<file path="src/rtl/wtg_pkg.sv">
// ----------------------------------------------------------------------------
// Water table gradient package
// Field widths, saturation limits and reset values shared by the interfaces
// and the gradient unit.
// ----------------------------------------------------------------------------
package wtg_pkg;

   // Widths of the transaction fields.
   localparam int ELEV_W  = 32;
   localparam int SHARE_W = 32;
   localparam int EPS_W   = 16;
   localparam int SAT_W   = 40;

   // Default number of fraction bits in the share formats.
   localparam int SHARE_FRAC_BITS_DEF = 16;

   // Reset value of the elevation epsilon register.
   localparam logic [EPS_W-1:0] EPS_RESET = 16'd1;

   // Largest value of the saturating share and sum formats.
   localparam logic [SAT_W-1:0] SAT_MAX = {SAT_W{1'b1}};

endpackage

</file>
<file path="src/rtl/wtg_intf.sv">
// ----------------------------------------------------------------------------
// Water table gradient channel interfaces
// Request, response and register write channels, each with valid and ready.
// ----------------------------------------------------------------------------

// Neighbour request channel.
interface wtg_req_if;
   logic                                valid;
   logic                                ready;
   logic signed [wtg_pkg::ELEV_W-1:0]   center_elevation;
   logic signed [wtg_pkg::ELEV_W-1:0]   center_sat_deficit;
   logic signed [wtg_pkg::ELEV_W-1:0]   neighbor_elevation;
   logic signed [wtg_pkg::ELEV_W-1:0]   neighbor_sat_deficit;
   logic        [wtg_pkg::SHARE_W-1:0]  neighbor_share;
   logic        [wtg_pkg::SHARE_W-1:0]  total_share;
   logic                                last_neighbor;
   logic                                no_neighbors;

   modport source (
      output valid, center_elevation, center_sat_deficit, neighbor_elevation,
             neighbor_sat_deficit, neighbor_share, total_share, last_neighbor,
             no_neighbors,
      input  ready
   );

   modport sink (
      input  valid, center_elevation, center_sat_deficit, neighbor_elevation,
             neighbor_sat_deficit, neighbor_share, total_share, last_neighbor,
             no_neighbors,
      output ready
   );
endinterface

// Adjusted share response channel.
interface wtg_rsp_if;
   logic                              valid;
   logic                              ready;
   logic [wtg_pkg::SAT_W-1:0]         adjusted_share;
   logic                              saturated;

   modport source (output valid, adjusted_share, saturated, input ready);
   modport sink   (input valid, adjusted_share, saturated, output ready);
endinterface

// Register write channel for the elevation epsilon.
interface wtg_csr_if;
   logic                              valid;
   logic                              ready;
   logic [wtg_pkg::EPS_W-1:0]         elevation_epsilon;

   modport source (output valid, elevation_epsilon, input ready);
   modport sink   (input valid, elevation_epsilon, output ready);
endinterface

</file>
<file path="src/rtl/water_table_gradient_gamma_unit.sv">
// ----------------------------------------------------------------------------
// Water table gradient gamma unit
// Accumulates clipped water table gradient ratios over the neighbours of a
// patch and scales the patch total share by the sum on the last neighbour.
// ----------------------------------------------------------------------------
// Neighbours are accepted only while the sequencer is idle, so each one is
// finished before the next is taken. A neighbour that contributes a term
// passes the restoring divider (unless the ratio clips) and the shift-add
// multiplier; a patch without neighbours goes straight to the response. On a
// contributing last neighbour the multiplier runs twice.
// Reset clears the sequencer, the sum, the clip flag and the response valid,
// and sets the elevation epsilon to 1.
module water_table_gradient_gamma_unit #(
   parameter int SHARE_FRAC_BITS = wtg_pkg::SHARE_FRAC_BITS_DEF
) (
   input  logic        clock,
   input  logic        reset,
   wtg_req_if.sink     req_ch,
   wtg_rsp_if.source   rsp_ch,
   wtg_csr_if.sink     csr_ch
);

   // Widths derived from the field widths and the share fraction.
   localparam int ELEV_W    = wtg_pkg::ELEV_W;
   localparam int SHARE_W   = wtg_pkg::SHARE_W;
   localparam int EPS_W     = wtg_pkg::EPS_W;
   localparam int SAT_W     = wtg_pkg::SAT_W;
   localparam int DZ_W      = ELEV_W + 1;          // elevation difference
   localparam int WT_W      = ELEV_W + 2;          // water table
   localparam int DW_W      = ELEV_W + 3;          // water table difference
   localparam int AW_W      = ELEV_W + 2;          // magnitude of that difference
   localparam int NUM_W     = AW_W + SHARE_FRAC_BITS;
   localparam int ACC_W     = SAT_W + SHARE_W;
   localparam int DIV_STEPS = SAT_W;
   localparam int MUL_STEPS = SHARE_W;
   localparam int CNT_W     = $clog2(DIV_STEPS > MUL_STEPS ? DIV_STEPS : MUL_STEPS);

   // Sequencer states.
   typedef enum logic [9:0] {
      ST_IDLE  = 10'b0000000001,
      ST_WT    = 10'b0000000010,
      ST_DIFF  = 10'b0000000100,
      ST_TEST  = 10'b0000001000,
      ST_OVF   = 10'b0000010000,
      ST_DIV   = 10'b0000100000,
      ST_MUL   = 10'b0001000000,
      ST_MDONE = 10'b0010000000,
      ST_TAIL  = 10'b0100000000,
      ST_EMIT  = 10'b1000000000
   } state_type;

   state_type state_ff, state_in;
   logic [CNT_W-1:0] cnt_ff, cnt_in;
   logic [EPS_W-1:0] eps_ff, eps_in;

   // Captured transaction fields.
   logic signed [ELEV_W-1:0] cz_ff, cz_in, cd_ff, cd_in, nz_ff, nz_in, nd_ff, nd_in;
   logic [SHARE_W-1:0]       nshare_ff, nshare_in, total_ff, total_in;
   logic                     last_ff, last_in;

   // Difference datapath.
   logic signed [WT_W-1:0] wtc_ff, wtc_in, wtn_ff, wtn_in;
   logic signed [DZ_W-1:0] dz_ff, dz_in;
   logic signed [DW_W-1:0] dw_ff, dw_in;
   logic [DZ_W-1:0]        adz_ff, adz_in;
   logic [AW_W-1:0]        adw_ff, adw_in;

   // Divider and multiplier shift registers.
   logic [DZ_W-1:0]  rem_ff, rem_in;
   logic [SAT_W-1:0] quo_ff, quo_in;
   logic [SAT_W-1:0] mcand_ff, mcand_in;
   logic [ACC_W-1:0] acc_ff, acc_in;
   logic             fin_ff, fin_in;

   // Running sum and clip flag.
   logic [SAT_W-1:0] sum_ff, sum_in;
   logic             clip_ff, clip_in;

   // Pending result and response register.
   logic [SAT_W-1:0] res_ff, res_in;
   logic             res_sat_ff, res_sat_in;
   logic             rsp_valid_ff, rsp_valid_in;
   logic [SAT_W-1:0] rsp_share_ff, rsp_share_in;
   logic             rsp_sat_ff, rsp_sat_in;

   // Combinational helpers.
   logic signed [DZ_W-1:0] eps_s;
   logic                   cd_gt, nd_gt;
   logic                   use_term;
   logic [NUM_W-1:0]       num, num_hi;
   logic                   div_ovf;
   logic [DZ_W:0]          trial;
   logic                   trial_ge;
   logic [SAT_W:0]         mul_add;
   logic [ACC_W-1:0]       prod_sh;
   logic                   prod_sat;
   logic [SAT_W-1:0]       prod_val;
   logic [SAT_W:0]         sum_add;
   logic                   req_acc;

   assign req_acc = req_ch.valid && req_ch.ready;

   // Deficit tests against the epsilon, in signed arithmetic.
   assign eps_s = $signed({{(DZ_W-EPS_W){1'b0}}, eps_ff});
   assign cd_gt = $signed(DZ_W'(cd_ff)) > eps_s;
   assign nd_gt = $signed(DZ_W'(nd_ff)) > eps_s;

   // A neighbour counts when it is not flat and the gradient is positive.
   assign use_term = (adz_ff > {{(DZ_W-EPS_W){1'b0}}, eps_ff})
                     && (dw_ff[DW_W-1] == dz_ff[DZ_W-1]) && (dw_ff != '0);

   // Scaled dividend; the quotient saturates when its upper part reaches adz.
   assign num     = NUM_W'(adw_ff) << SHARE_FRAC_BITS;
   assign num_hi  = num >> SAT_W;
   assign div_ovf = num_hi >= NUM_W'(adz_ff);

   // One restoring division step.
   assign trial    = {rem_ff, quo_ff[SAT_W-1]};
   assign trial_ge = trial >= {1'b0, adz_ff};

   // One shift-add multiplication step.
   assign mul_add = {1'b0, acc_ff[ACC_W-1:SHARE_W]}
                    + (acc_ff[0] ? {1'b0, mcand_ff} : '0);

   // Product scaling and saturation.
   assign prod_sh  = acc_ff >> SHARE_FRAC_BITS;
   assign prod_sat = |prod_sh[ACC_W-1:SAT_W];
   assign prod_val = prod_sat ? wtg_pkg::SAT_MAX : prod_sh[SAT_W-1:0];
   assign sum_add  = {1'b0, sum_ff} + {1'b0, prod_val};

   // Sequencer and datapath next state.
   always_comb begin
      state_in     = state_ff;
      cnt_in       = cnt_ff;
      eps_in       = eps_ff;
      cz_in        = cz_ff;
      cd_in        = cd_ff;
      nz_in        = nz_ff;
      nd_in        = nd_ff;
      nshare_in    = nshare_ff;
      total_in     = total_ff;
      last_in      = last_ff;
      wtc_in       = wtc_ff;
      wtn_in       = wtn_ff;
      dz_in        = dz_ff;
      dw_in        = dw_ff;
      adz_in       = adz_ff;
      adw_in       = adw_ff;
      rem_in       = rem_ff;
      quo_in       = quo_ff;
      mcand_in     = mcand_ff;
      acc_in       = acc_ff;
      fin_in       = fin_ff;
      sum_in       = sum_ff;
      clip_in      = clip_ff;
      res_in       = res_ff;
      res_sat_in   = res_sat_ff;
      rsp_valid_in = rsp_valid_ff;
      rsp_share_in = rsp_share_ff;
      rsp_sat_in   = rsp_sat_ff;

      // Register writes.
      if (csr_ch.valid && csr_ch.ready) begin
         eps_in = csr_ch.elevation_epsilon;
      end

      // The response register drains independently of the sequencer.
      if (rsp_ch.ready) begin
         rsp_valid_in = 1'b0;
      end

      unique case (state_ff)
         ST_IDLE: begin
            if (req_acc) begin
               cz_in     = req_ch.center_elevation;
               cd_in     = req_ch.center_sat_deficit;
               nz_in     = req_ch.neighbor_elevation;
               nd_in     = req_ch.neighbor_sat_deficit;
               nshare_in = req_ch.neighbor_share;
               total_in  = req_ch.total_share;
               last_in   = req_ch.last_neighbor;
               if (req_ch.no_neighbors) begin
                  sum_in     = '0;
                  clip_in    = 1'b0;
                  res_in     = SAT_W'(req_ch.total_share);
                  res_sat_in = 1'b0;
                  state_in   = ST_EMIT;
               end else begin
                  state_in = ST_WT;
               end
            end
         end
         ST_WT: begin
            wtc_in   = cd_gt ? WT_W'(cz_ff) - WT_W'(cd_ff) : WT_W'(cz_ff);
            wtn_in   = nd_gt ? WT_W'(nz_ff) - WT_W'(nd_ff) : WT_W'(nz_ff);
            dz_in    = DZ_W'(cz_ff) - DZ_W'(nz_ff);
            state_in = ST_DIFF;
         end
         ST_DIFF: begin
            dw_in    = DW_W'(wtc_ff) - DW_W'(wtn_ff);
            adz_in   = dz_ff[DZ_W-1] ? DZ_W'(-dz_ff) : DZ_W'(dz_ff);
            state_in = ST_TEST;
         end
         ST_TEST: begin
            adw_in   = dw_ff[DW_W-1] ? AW_W'(-dw_ff) : AW_W'(dw_ff);
            state_in = use_term ? ST_OVF : ST_TAIL;
         end
         ST_OVF: begin
            if (div_ovf) begin
               // The ratio clips; go straight to the multiplier.
               clip_in  = 1'b1;
               mcand_in = wtg_pkg::SAT_MAX;
               acc_in   = {{SAT_W{1'b0}}, nshare_ff};
               fin_in   = 1'b0;
               cnt_in   = '0;
               state_in = ST_MUL;
            end else begin
               rem_in   = num_hi[DZ_W-1:0];
               quo_in   = num[SAT_W-1:0];
               cnt_in   = '0;
               state_in = ST_DIV;
            end
         end
         ST_DIV: begin
            rem_in = trial_ge ? DZ_W'(trial - {1'b0, adz_ff}) : trial[DZ_W-1:0];
            quo_in = {quo_ff[SAT_W-2:0], trial_ge};
            cnt_in = cnt_ff + 1'b1;
            if (cnt_ff == CNT_W'(DIV_STEPS - 1)) begin
               mcand_in = {quo_ff[SAT_W-2:0], trial_ge};
               acc_in   = {{SAT_W{1'b0}}, nshare_ff};
               fin_in   = 1'b0;
               cnt_in   = '0;
               state_in = ST_MUL;
            end
         end
         ST_MUL: begin
            acc_in = {mul_add, acc_ff[SHARE_W-1:1]};
            cnt_in = cnt_ff + 1'b1;
            if (cnt_ff == CNT_W'(MUL_STEPS - 1)) begin
               state_in = ST_MDONE;
            end
         end
         ST_MDONE: begin
            if (fin_ff) begin
               res_in     = prod_val;
               res_sat_in = clip_ff | prod_sat;
               sum_in     = '0;
               clip_in    = 1'b0;
               state_in   = ST_EMIT;
            end else begin
               sum_in   = sum_add[SAT_W] ? wtg_pkg::SAT_MAX : sum_add[SAT_W-1:0];
               clip_in  = clip_ff | prod_sat | sum_add[SAT_W];
               state_in = ST_TAIL;
            end
         end
         ST_TAIL: begin
            if (last_ff) begin
               mcand_in = sum_ff;
               acc_in   = {{SAT_W{1'b0}}, total_ff};
               fin_in   = 1'b1;
               cnt_in   = '0;
               state_in = ST_MUL;
            end else begin
               state_in = ST_IDLE;
            end
         end
         ST_EMIT: begin
            if (!rsp_valid_ff || rsp_ch.ready) begin
               rsp_valid_in = 1'b1;
               rsp_share_in = res_ff;
               rsp_sat_in   = res_sat_ff;
               state_in     = ST_IDLE;
            end
         end
         default: begin
            state_in = ST_IDLE;
         end
      endcase
   end

   // Control registers.
   always_ff @(posedge clock) begin
      if (reset) begin
         state_ff     <= ST_IDLE;
         cnt_ff       <= '0;
         eps_ff       <= wtg_pkg::EPS_RESET;
         sum_ff       <= '0;
         clip_ff      <= 1'b0;
         rsp_valid_ff <= 1'b0;
      end else begin
         state_ff     <= state_in;
         cnt_ff       <= cnt_in;
         eps_ff       <= eps_in;
         sum_ff       <= sum_in;
         clip_ff      <= clip_in;
         rsp_valid_ff <= rsp_valid_in;
      end
   end

   // Payload registers.
   always_ff @(posedge clock) begin
      cz_ff        <= cz_in;
      cd_ff        <= cd_in;
      nz_ff        <= nz_in;
      nd_ff        <= nd_in;
      nshare_ff    <= nshare_in;
      total_ff     <= total_in;
      last_ff      <= last_in;
      wtc_ff       <= wtc_in;
      wtn_ff       <= wtn_in;
      dz_ff        <= dz_in;
      dw_ff        <= dw_in;
      adz_ff       <= adz_in;
      adw_ff       <= adw_in;
      rem_ff       <= rem_in;
      quo_ff       <= quo_in;
      mcand_ff     <= mcand_in;
      acc_ff       <= acc_in;
      fin_ff       <= fin_in;
      res_ff       <= res_in;
      res_sat_ff   <= res_sat_in;
      rsp_share_ff <= rsp_share_in;
      rsp_sat_ff   <= rsp_sat_in;
   end

   // Port drive.
   assign req_ch.ready          = (state_ff == ST_IDLE);
   assign csr_ch.ready          = 1'b1;
   assign rsp_ch.valid          = rsp_valid_ff;
   assign rsp_ch.adjusted_share = rsp_share_ff;
   assign rsp_ch.saturated      = rsp_sat_ff;

   // The partial remainder stays below the divisor throughout the division.
   a_rem_below_divisor: assert property (@(posedge clock) disable iff (reset)
      (state_ff == ST_DIV) |-> (rem_ff < adz_ff))
      else $error("divider remainder not below divisor");

   // The multiplier never runs past its last step.
   a_mul_count: assert property (@(posedge clock) disable iff (reset)
      (state_ff == ST_MUL) |-> (cnt_ff < CNT_W'(MUL_STEPS)))
      else $error("multiplier step count out of range");

   // A result waits only with the per-patch state already cleared.
   a_emit_clear: assert property (@(posedge clock) disable iff (reset)
      (state_ff == ST_EMIT) |-> (sum_ff == '0 && !clip_ff))
      else $error("patch state not cleared at result");

   // A patch without neighbours goes straight to the result, unsaturated.
   a_no_neighbors: assert property (@(posedge clock) disable iff (reset)
      (req_acc && req_ch.no_neighbors) |=> (state_ff == ST_EMIT && !res_sat_ff))
      else $error("patch without neighbours not passed through");

endmodule

</file>
<file path="src/flat_wrapper.sv">
// flat-port wrapper written by rule: the top's interface ports become plain ports
module water_table_gradient_gamma_unit_flat 
#(
   parameter int SHARE_FRAC_BITS = wtg_pkg::SHARE_FRAC_BITS_DEF
)
  (clock, reset, req_ch_valid, req_ch_center_elevation, req_ch_center_sat_deficit, req_ch_neighbor_elevation, req_ch_neighbor_sat_deficit, req_ch_neighbor_share, req_ch_total_share, req_ch_last_neighbor, req_ch_no_neighbors, req_ch_ready, rsp_ch_valid, rsp_ch_adjusted_share, rsp_ch_saturated, rsp_ch_ready, csr_ch_valid, csr_ch_elevation_epsilon, csr_ch_ready);
  wtg_req_if req_ch_i ();
  wtg_rsp_if rsp_ch_i ();
  wtg_csr_if csr_ch_i ();
  input  logic clock;
  input  logic reset;
  input wire logic [$bits(req_ch_i.valid)-1:0] req_ch_valid;
  input wire logic [$bits(req_ch_i.center_elevation)-1:0] req_ch_center_elevation;
  input wire logic [$bits(req_ch_i.center_sat_deficit)-1:0] req_ch_center_sat_deficit;
  input wire logic [$bits(req_ch_i.neighbor_elevation)-1:0] req_ch_neighbor_elevation;
  input wire logic [$bits(req_ch_i.neighbor_sat_deficit)-1:0] req_ch_neighbor_sat_deficit;
  input wire logic [$bits(req_ch_i.neighbor_share)-1:0] req_ch_neighbor_share;
  input wire logic [$bits(req_ch_i.total_share)-1:0] req_ch_total_share;
  input wire logic [$bits(req_ch_i.last_neighbor)-1:0] req_ch_last_neighbor;
  input wire logic [$bits(req_ch_i.no_neighbors)-1:0] req_ch_no_neighbors;
  output wire logic [$bits(req_ch_i.ready)-1:0] req_ch_ready;
  output wire logic [$bits(rsp_ch_i.valid)-1:0] rsp_ch_valid;
  output wire logic [$bits(rsp_ch_i.adjusted_share)-1:0] rsp_ch_adjusted_share;
  output wire logic [$bits(rsp_ch_i.saturated)-1:0] rsp_ch_saturated;
  input wire logic [$bits(rsp_ch_i.ready)-1:0] rsp_ch_ready;
  input wire logic [$bits(csr_ch_i.valid)-1:0] csr_ch_valid;
  input wire logic [$bits(csr_ch_i.elevation_epsilon)-1:0] csr_ch_elevation_epsilon;
  output wire logic [$bits(csr_ch_i.ready)-1:0] csr_ch_ready;
  assign req_ch_i.valid = req_ch_valid;
  assign req_ch_i.center_elevation = req_ch_center_elevation;
  assign req_ch_i.center_sat_deficit = req_ch_center_sat_deficit;
  assign req_ch_i.neighbor_elevation = req_ch_neighbor_elevation;
  assign req_ch_i.neighbor_sat_deficit = req_ch_neighbor_sat_deficit;
  assign req_ch_i.neighbor_share = req_ch_neighbor_share;
  assign req_ch_i.total_share = req_ch_total_share;
  assign req_ch_i.last_neighbor = req_ch_last_neighbor;
  assign req_ch_i.no_neighbors = req_ch_no_neighbors;
  assign req_ch_ready = req_ch_i.ready;
  assign rsp_ch_valid = rsp_ch_i.valid;
  assign rsp_ch_adjusted_share = rsp_ch_i.adjusted_share;
  assign rsp_ch_saturated = rsp_ch_i.saturated;
  assign rsp_ch_i.ready = rsp_ch_ready;
  assign csr_ch_i.valid = csr_ch_valid;
  assign csr_ch_i.elevation_epsilon = csr_ch_elevation_epsilon;
  assign csr_ch_ready = csr_ch_i.ready;
  water_table_gradient_gamma_unit #(.SHARE_FRAC_BITS(SHARE_FRAC_BITS)) u_core (.clock(clock), .reset(reset), .req_ch(req_ch_i), .rsp_ch(rsp_ch_i), .csr_ch(csr_ch_i));
endmodule
</file>
<file path="config.mk">
export PLATFORM = sky130hd
export DESIGN_NAME = water_table_gradient_gamma_unit_flat
export DESIGN_NICKNAME = d
export VERILOG_FILES = /design/src/rtl/wtg_pkg.sv /design/src/rtl/wtg_intf.sv /design/src/rtl/water_table_gradient_gamma_unit.sv /design/src/flat_wrapper.sv
export SDC_FILE = /design/constraint.sdc
export NUM_CORES = 2
export LEC_CHECK = 0
export ABC_AREA = 0
export BUFFER_PORTS_ARGS = -buffer_cell sky130_fd_sc_hd__buf_2
export CORE_ASPECT_RATIO = 1.2
export CORE_UTILIZATION = 25
export CTS_CLUSTER_DIAMETER = 60
export DETAILED_ROUTE_END_ITERATION = 8
export PLACE_DENSITY = 0.52
export REMOVE_ABC_BUFFERS = 1
export SLEW_MARGIN = 20
export SYNTH_ARGS = -nofsm -noshare
export SYNTH_HDL_FRONTEND = slang
export SYNTH_SLANG_ARGS = --single-unit
export TNS_END_PERCENT = 10
</file>
<file path="constraint.sdc">
create_clock -name clock -period 13 [get_ports clock]
set_input_delay 0.65 -clock clock [delete_from_list [all_inputs] [get_ports clock]]
set_output_delay 0.65 -clock clock [all_outputs]
set_load 0.02 [all_outputs]
</file>
Word level (Yosys, flattened, before mapping)
Index checks and enable logic that the tools add are counted.

operators by class
  add/sub/neg operators = 10
  $lt $le $gt $ge = 5
  equality and inequality tests = 22
  muxes and demuxes = 55
  bitwise gates (word level) = 2
  reductions and logical operators = 22

operator list
  cell                number
  $mux 40             13
  $pmux 72 s4         1
  $pmux 40 s2         3
  $mux 72             3
  $pmux 40 s3         1
  $mux 34             3
  $pmux 10 s10        1
  $sub 32x32->33      3
  $mux 33             2
  $pmux 33 s2         1
  $gt 32x17->1        2
  $mux 10             6
  $add 40x40->41      1
  $add 40x41->41      1
  $reduce_bool 35->1  1
  $sub 34x34->35      1
  $ge 34x33->1        1
  $neg 34->34         1
  $ge 10x33->1        1
  $gt 33x16->1        1
  $neg 33->33         1
  $sub 33x33->33      1
  $mux 32             1
  $pmux 6 s4          1
  33 further kinds    65

word-level totals
  flip-flop bits (word level) = 738
  input bits = 215
  output and inout bits = 44

Longest topological paths before layout
  depth after elaboration = 6
  gate-level depth with buffers = 19
  mapped depth without buffers = 17

Least setup slack after synthesis
OpenSTA, ideal clock, no wires.

  path type = reg2reg
  start point = register u_core.state_ff[6]
  end point = register u_core.clip_ff
  library setup time = 220 ps
  arrival = 9334 ps
  slack = 3446 ps
  stages on the path, launching flop included = 11
  buffers on the path = 1
  cells stage by stage = dfxtp_1 > nor2_1 > nand2_1 > or3_1 > or3_1 > nor3b_1 > and2_1 > a21boi_1 > clkbuf_1 > nor2_1 > o21ai_0

between the ends
  longest elaborated chain between the ends = 4
  elaborated cells between the ends (all ways) = 10

ends and longest elaborated chain
  what                        RTL line                                RTL
  start, declared             water_table_gradient_gamma_unit.sv:52   state_type state_ff, state_in;
  start signal, assigned      water_table_gradient_gamma_unit.sv:291  state_ff <= state_in;
  $eq 10x1->1 *               water_table_gradient_gamma_unit.sv:327  assign req_ch.ready = (state_ff == ST_IDLE);
  named net req_ch_ready      flat_wrapper.sv:21                      output wire logic [$bits(req_ch_i.ready)-1:0] req_ch_ready;
  $logic_and 1x1->1           water_table_gradient_gamma_unit.sv:101  assign req_acc = req_ch.valid && req_ch.ready;
  $ne 2x2->1 (no line)        -
  $reduce_and 4->1 (no line)  -
  end signal, assigned        water_table_gradient_gamma_unit.sv:295  clip_ff <= clip_in;
  end, declared               water_table_gradient_gamma_unit.sv:77   logic clip_ff, clip_in;

Mark *: on every way through the listed nets, which the timed path passes. The rest lies on a longest branch.
A chain may end at the register's enable or synchronous reset.

Worst setup path after layout
  start point = register u_core.acc_ff[57]
  end point = register u_core.clip_ff

between the ends
  longest elaborated chain between the ends = 6
  elaborated cells between the ends (all ways) = 7

ends and longest elaborated chain
  what                    RTL line                                RTL
  start, declared         water_table_gradient_gamma_unit.sv:72   logic [ACC_W-1:0] acc_ff, acc_in;
  start signal, assigned  water_table_gradient_gamma_unit.sv:318  acc_ff <= acc_in;
  $reduce_or 16->1 *      water_table_gradient_gamma_unit.sv:127  assign prod_sat = |prod_sh[ACC_W-1:SAT_W];
  $mux 40                 water_table_gradient_gamma_unit.sv:128  assign prod_val = prod_sat ? wtg_pkg::SAT_MAX : prod_sh[SAT_W-1:0];
  $add 40x40->41          water_table_gradient_gamma_unit.sv:129  assign sum_add = {1'b0, sum_ff} + {1'b0, prod_val};
  $or 1x1->1 *            water_table_gradient_gamma_unit.sv:252  clip_in = clip_ff | prod_sat | sum_add[SAT_W];
  $mux 1 *                water_table_gradient_gamma_unit.sv:244  if (fin_ff) begin
  $pmux 1 s3 *            water_table_gradient_gamma_unit.sv:172  unique case (state_ff)

Mark *: on every way between the ends. The rest lies on a longest branch, timed or not.

==> results by group <==
Route
  • Vias: 29100
  • Via density: 4.61
  • Routed WL: 112000 um
  • Drt first pass iters: 5
  • Post-route ant nets: 0
  • DRC: 0
  • DR WL/cell: 17.7 um
  • DRT iter0 DRCs: 1424

Finish
  • Area Overhead vs Synth: 17.4%
  • Most frequent cells in the layout: edfxtp_1, nand2_1, ha_1, a21oi_1, buf_2
  • Most common cell after layout, fill and taps aside: edfxtp_1
  • Layout Cells excl Fill: 6318
  • Antenna Cells: 0
  • Fraction of layout cells with a size suffix above 1: 13.5%
  • Post-layout nets: 4630

STA
  • Fmax: 0.195 GHz
  • Setup repair after global routing missed its margin: no
  • Clock Skew: 0.0909 ns
  • Worst-margin pin slew: 1.06 ns
  • Final hold violation count: 0
  • Fin crit period: 5.12 ns
  • Worst hold slack: 0.0851 ns
  • Fin. max-slew vios: 0
  • Slew margin rel.: 29.6%
  • Setup TNS: 0 ns
  • Final period utilization: 39.4%
  • Final setup viols: 0

Placement
  • Port buffer count: 257
  • HPWL after DPL: 84900 um
  • Routability cong.: 0.835
  • Placed instance count: 6138

Synthesis
  • Post-synth EDFFs: 662
  • Main area contributors after synthesis: edfxtp_1, ha_1, xnor2_1
  • Mapped cell area: 41200 sq um
  • Post-synth ARST share: 0%
  • Ys Warns: 0
  • Ys flop type: edfxtp_1
  • Post-synthesis cell type count: 83
  • Post-synthesis sequential area ratio: 51.8%
  • Mean Syn Cell Area: 10.8 sq um
  • Syn Inst Count: 3829
  • Post-synth top area share: 48.2%
  • FF+latch count, synth: 736
  • Area leader, netlist: edfxtp_1

CTS
  • Clock latency reported for the late side of the worst-skew pair: 0.74 ns
  • CTS tree: yes
  • CTS root buffer: clkbuf_16
  • Depth of the CTS H-tree: 3
  • Cts repair resizes: 0
  • Reg clk slew, reported paths: 0.06 ns
  • CTS Sinks: 736
  • Total CTS buffers: 97
  • Max Buffers Root-to-Sink: 3
  • Post CTS Setup Buffer Count: 0
  • Post-CTS Hold Fix Bufs: 0

Power and ir drop
  • Overall Power: 5940 uW
  • Cell Pwr Density: 123 nW/um^2
  • Pleak: 0.0195 uW
  • Worst vdd ir: 0.0998 mV

Die
  • Core outline area: 163000 sq um
  • IO Count: 259
  • Initial Utilization: 25.3%
  • Row count: 162
  • Die width: 373 um
  • Die footprint: 167000 sq um
  • Chip height: 447 um

GRT
  • First-pass GRT wire length: 172000 um
  • Total GRT Usage: 13.2%
  • Initial antenna violation count: 3
  • Vias in the first global route: 29600
  • Pin count of the biggest net entering global routing: 76
  • GRT overflow: 0

Setup path
  • Cell Chain, Critical Path: nor4_1 -> nand4_1 -> buf_4 -> or2_2 -> ha_1 -> a21oi_1 -> o21ai_0 -> a211o_1 -> a31o_2 -> a21oi_1 -> o21ba_2 -> o21ai_1 -> a21o_1 -> buf_4 -> o311ai_0 -> o21ai_0
  • Setup slack, reg-to-reg: 7.88 ns
  • CP max stage cell: nor4_1
  • CP Data Required Time: 13.61 ns
  • Setup CP Type: flop to flop
  • Largest delay share family, worst path: compound AO/OA/AOI/OAI gates
  • CP startpoint kind: flop
  • Worst-path fanout max: 42
  • CP Capture Type: flop
  • WP data arrival: 5.73 ns
  • Bufs and invs on worst path: 2
  • Critical Path Max Stage Delay: 0.52 ns

Outcome
  • Status: completed

Worst hold path
  • Hold Crit Class: input port to flop

Run
  • Max cap viols: 0
-- synthesized netlist by cell type (all sizes together), types with 38 or more instances --
master  number
a21o       125
a21oi      273
and2        70
clkbuf     104
dfxtp       74
edfxtp     662
ha         303
inv        241
mux2i       40
nand2      422
nand3       72
nand4       38
nor2       223
nor2b       53
nor3        47
o21a        39
o21ai      247
or2         48
xnor2      190
xor2        79
-- layer usage --
| metal | track usage (%) | routed length [um] |
|---|---|---|
| met3 | 1.96 | 4310 |
| met5 | 0 | 0 |
| met4 | 4.15 | 2980 |
| met2 | 23.4 | 54800 |
| met1 | 16.3 | 49700 |
-- through the flow --
| stage | area (sq um) | utilization (%) | setup WS [ns] |
|---|---|---|---|
| 2_1_floorplan | 40800 | - | 1.92 |
| 3_3_place_gp | 45100 | 27.6 | 7.94 |
| 3_5_place_dp | 45100 | 27.6 | 7.83 |
| 4_1_cts | 48400 | 29.7 | 7.83 |
| 5_1_grt | 48400 | 29.7 | 7.50 |
| 6_report | 48400 | 29.7 | 7.88 |
-- sequential cells by signal, summed over array words and instances, names as in the netlist, 33 cells and up --
register	cells
u_core.dz_ff	33
u_core.res_ff	40
u_core.quo_ff	40
u_core.wtn_ff	33
u_core.dw_ff	35
u_core.rsp_ch.adjusted_share	40
u_core.rem_ff	33
u_core.acc_ff	72
u_core.wtc_ff	33
u_core.adw_ff	34
u_core.sum_ff	40
u_core.adz_ff	33
u_core.mcand_ff	40
-- path summary, 6_finish.rpt --
check,start,endpoint,cells past startpoint
worst min register to register,u_core.res_ff[27],u_core.rsp_ch.adjusted_share[27],0
worst max register to register,u_core.acc_ff[57],u_core.clip_ff,16
worst max-delay path,u_core.acc_ff[57],u_core.clip_ff,16
worst min-delay path,req_ch_neighbor_share[5],u_core.nshare_ff[5],1
-- layout make-up --
type	count	area (sq um)
Clock buffer	107	2490
Fill cell	16800	115000
Sequential cell	736	21400
Inverter	242	911
Multi-Input combinational cell	2737	18600
Timing Repair Buffer	291	1540
Tap cell	2132	2670
Clock inverter	73	820
-- logic make-up after synthesis --
logic type	count (synthesis)	share of synthesized area [%]
AND/OR/NAND/NOR	1132	13.3
AO/OA/AOI/OAI	953	14.6
flip-flops	736	51.8
buffers and inverters	356	3.26
adder cells (fa/ha/maj)	310	9.53
XOR/XNOR	269	5.71
multiplexers	72	1.84
other	1	0.00909
-- power by group --
part	internal [uW]	switching, uW	total, uW
Combinational	211	308	519
Clock	1620	1110	2730
Sequential	2660	35.5	2690
No activity file was read; power rests on OpenSTA's default activity.
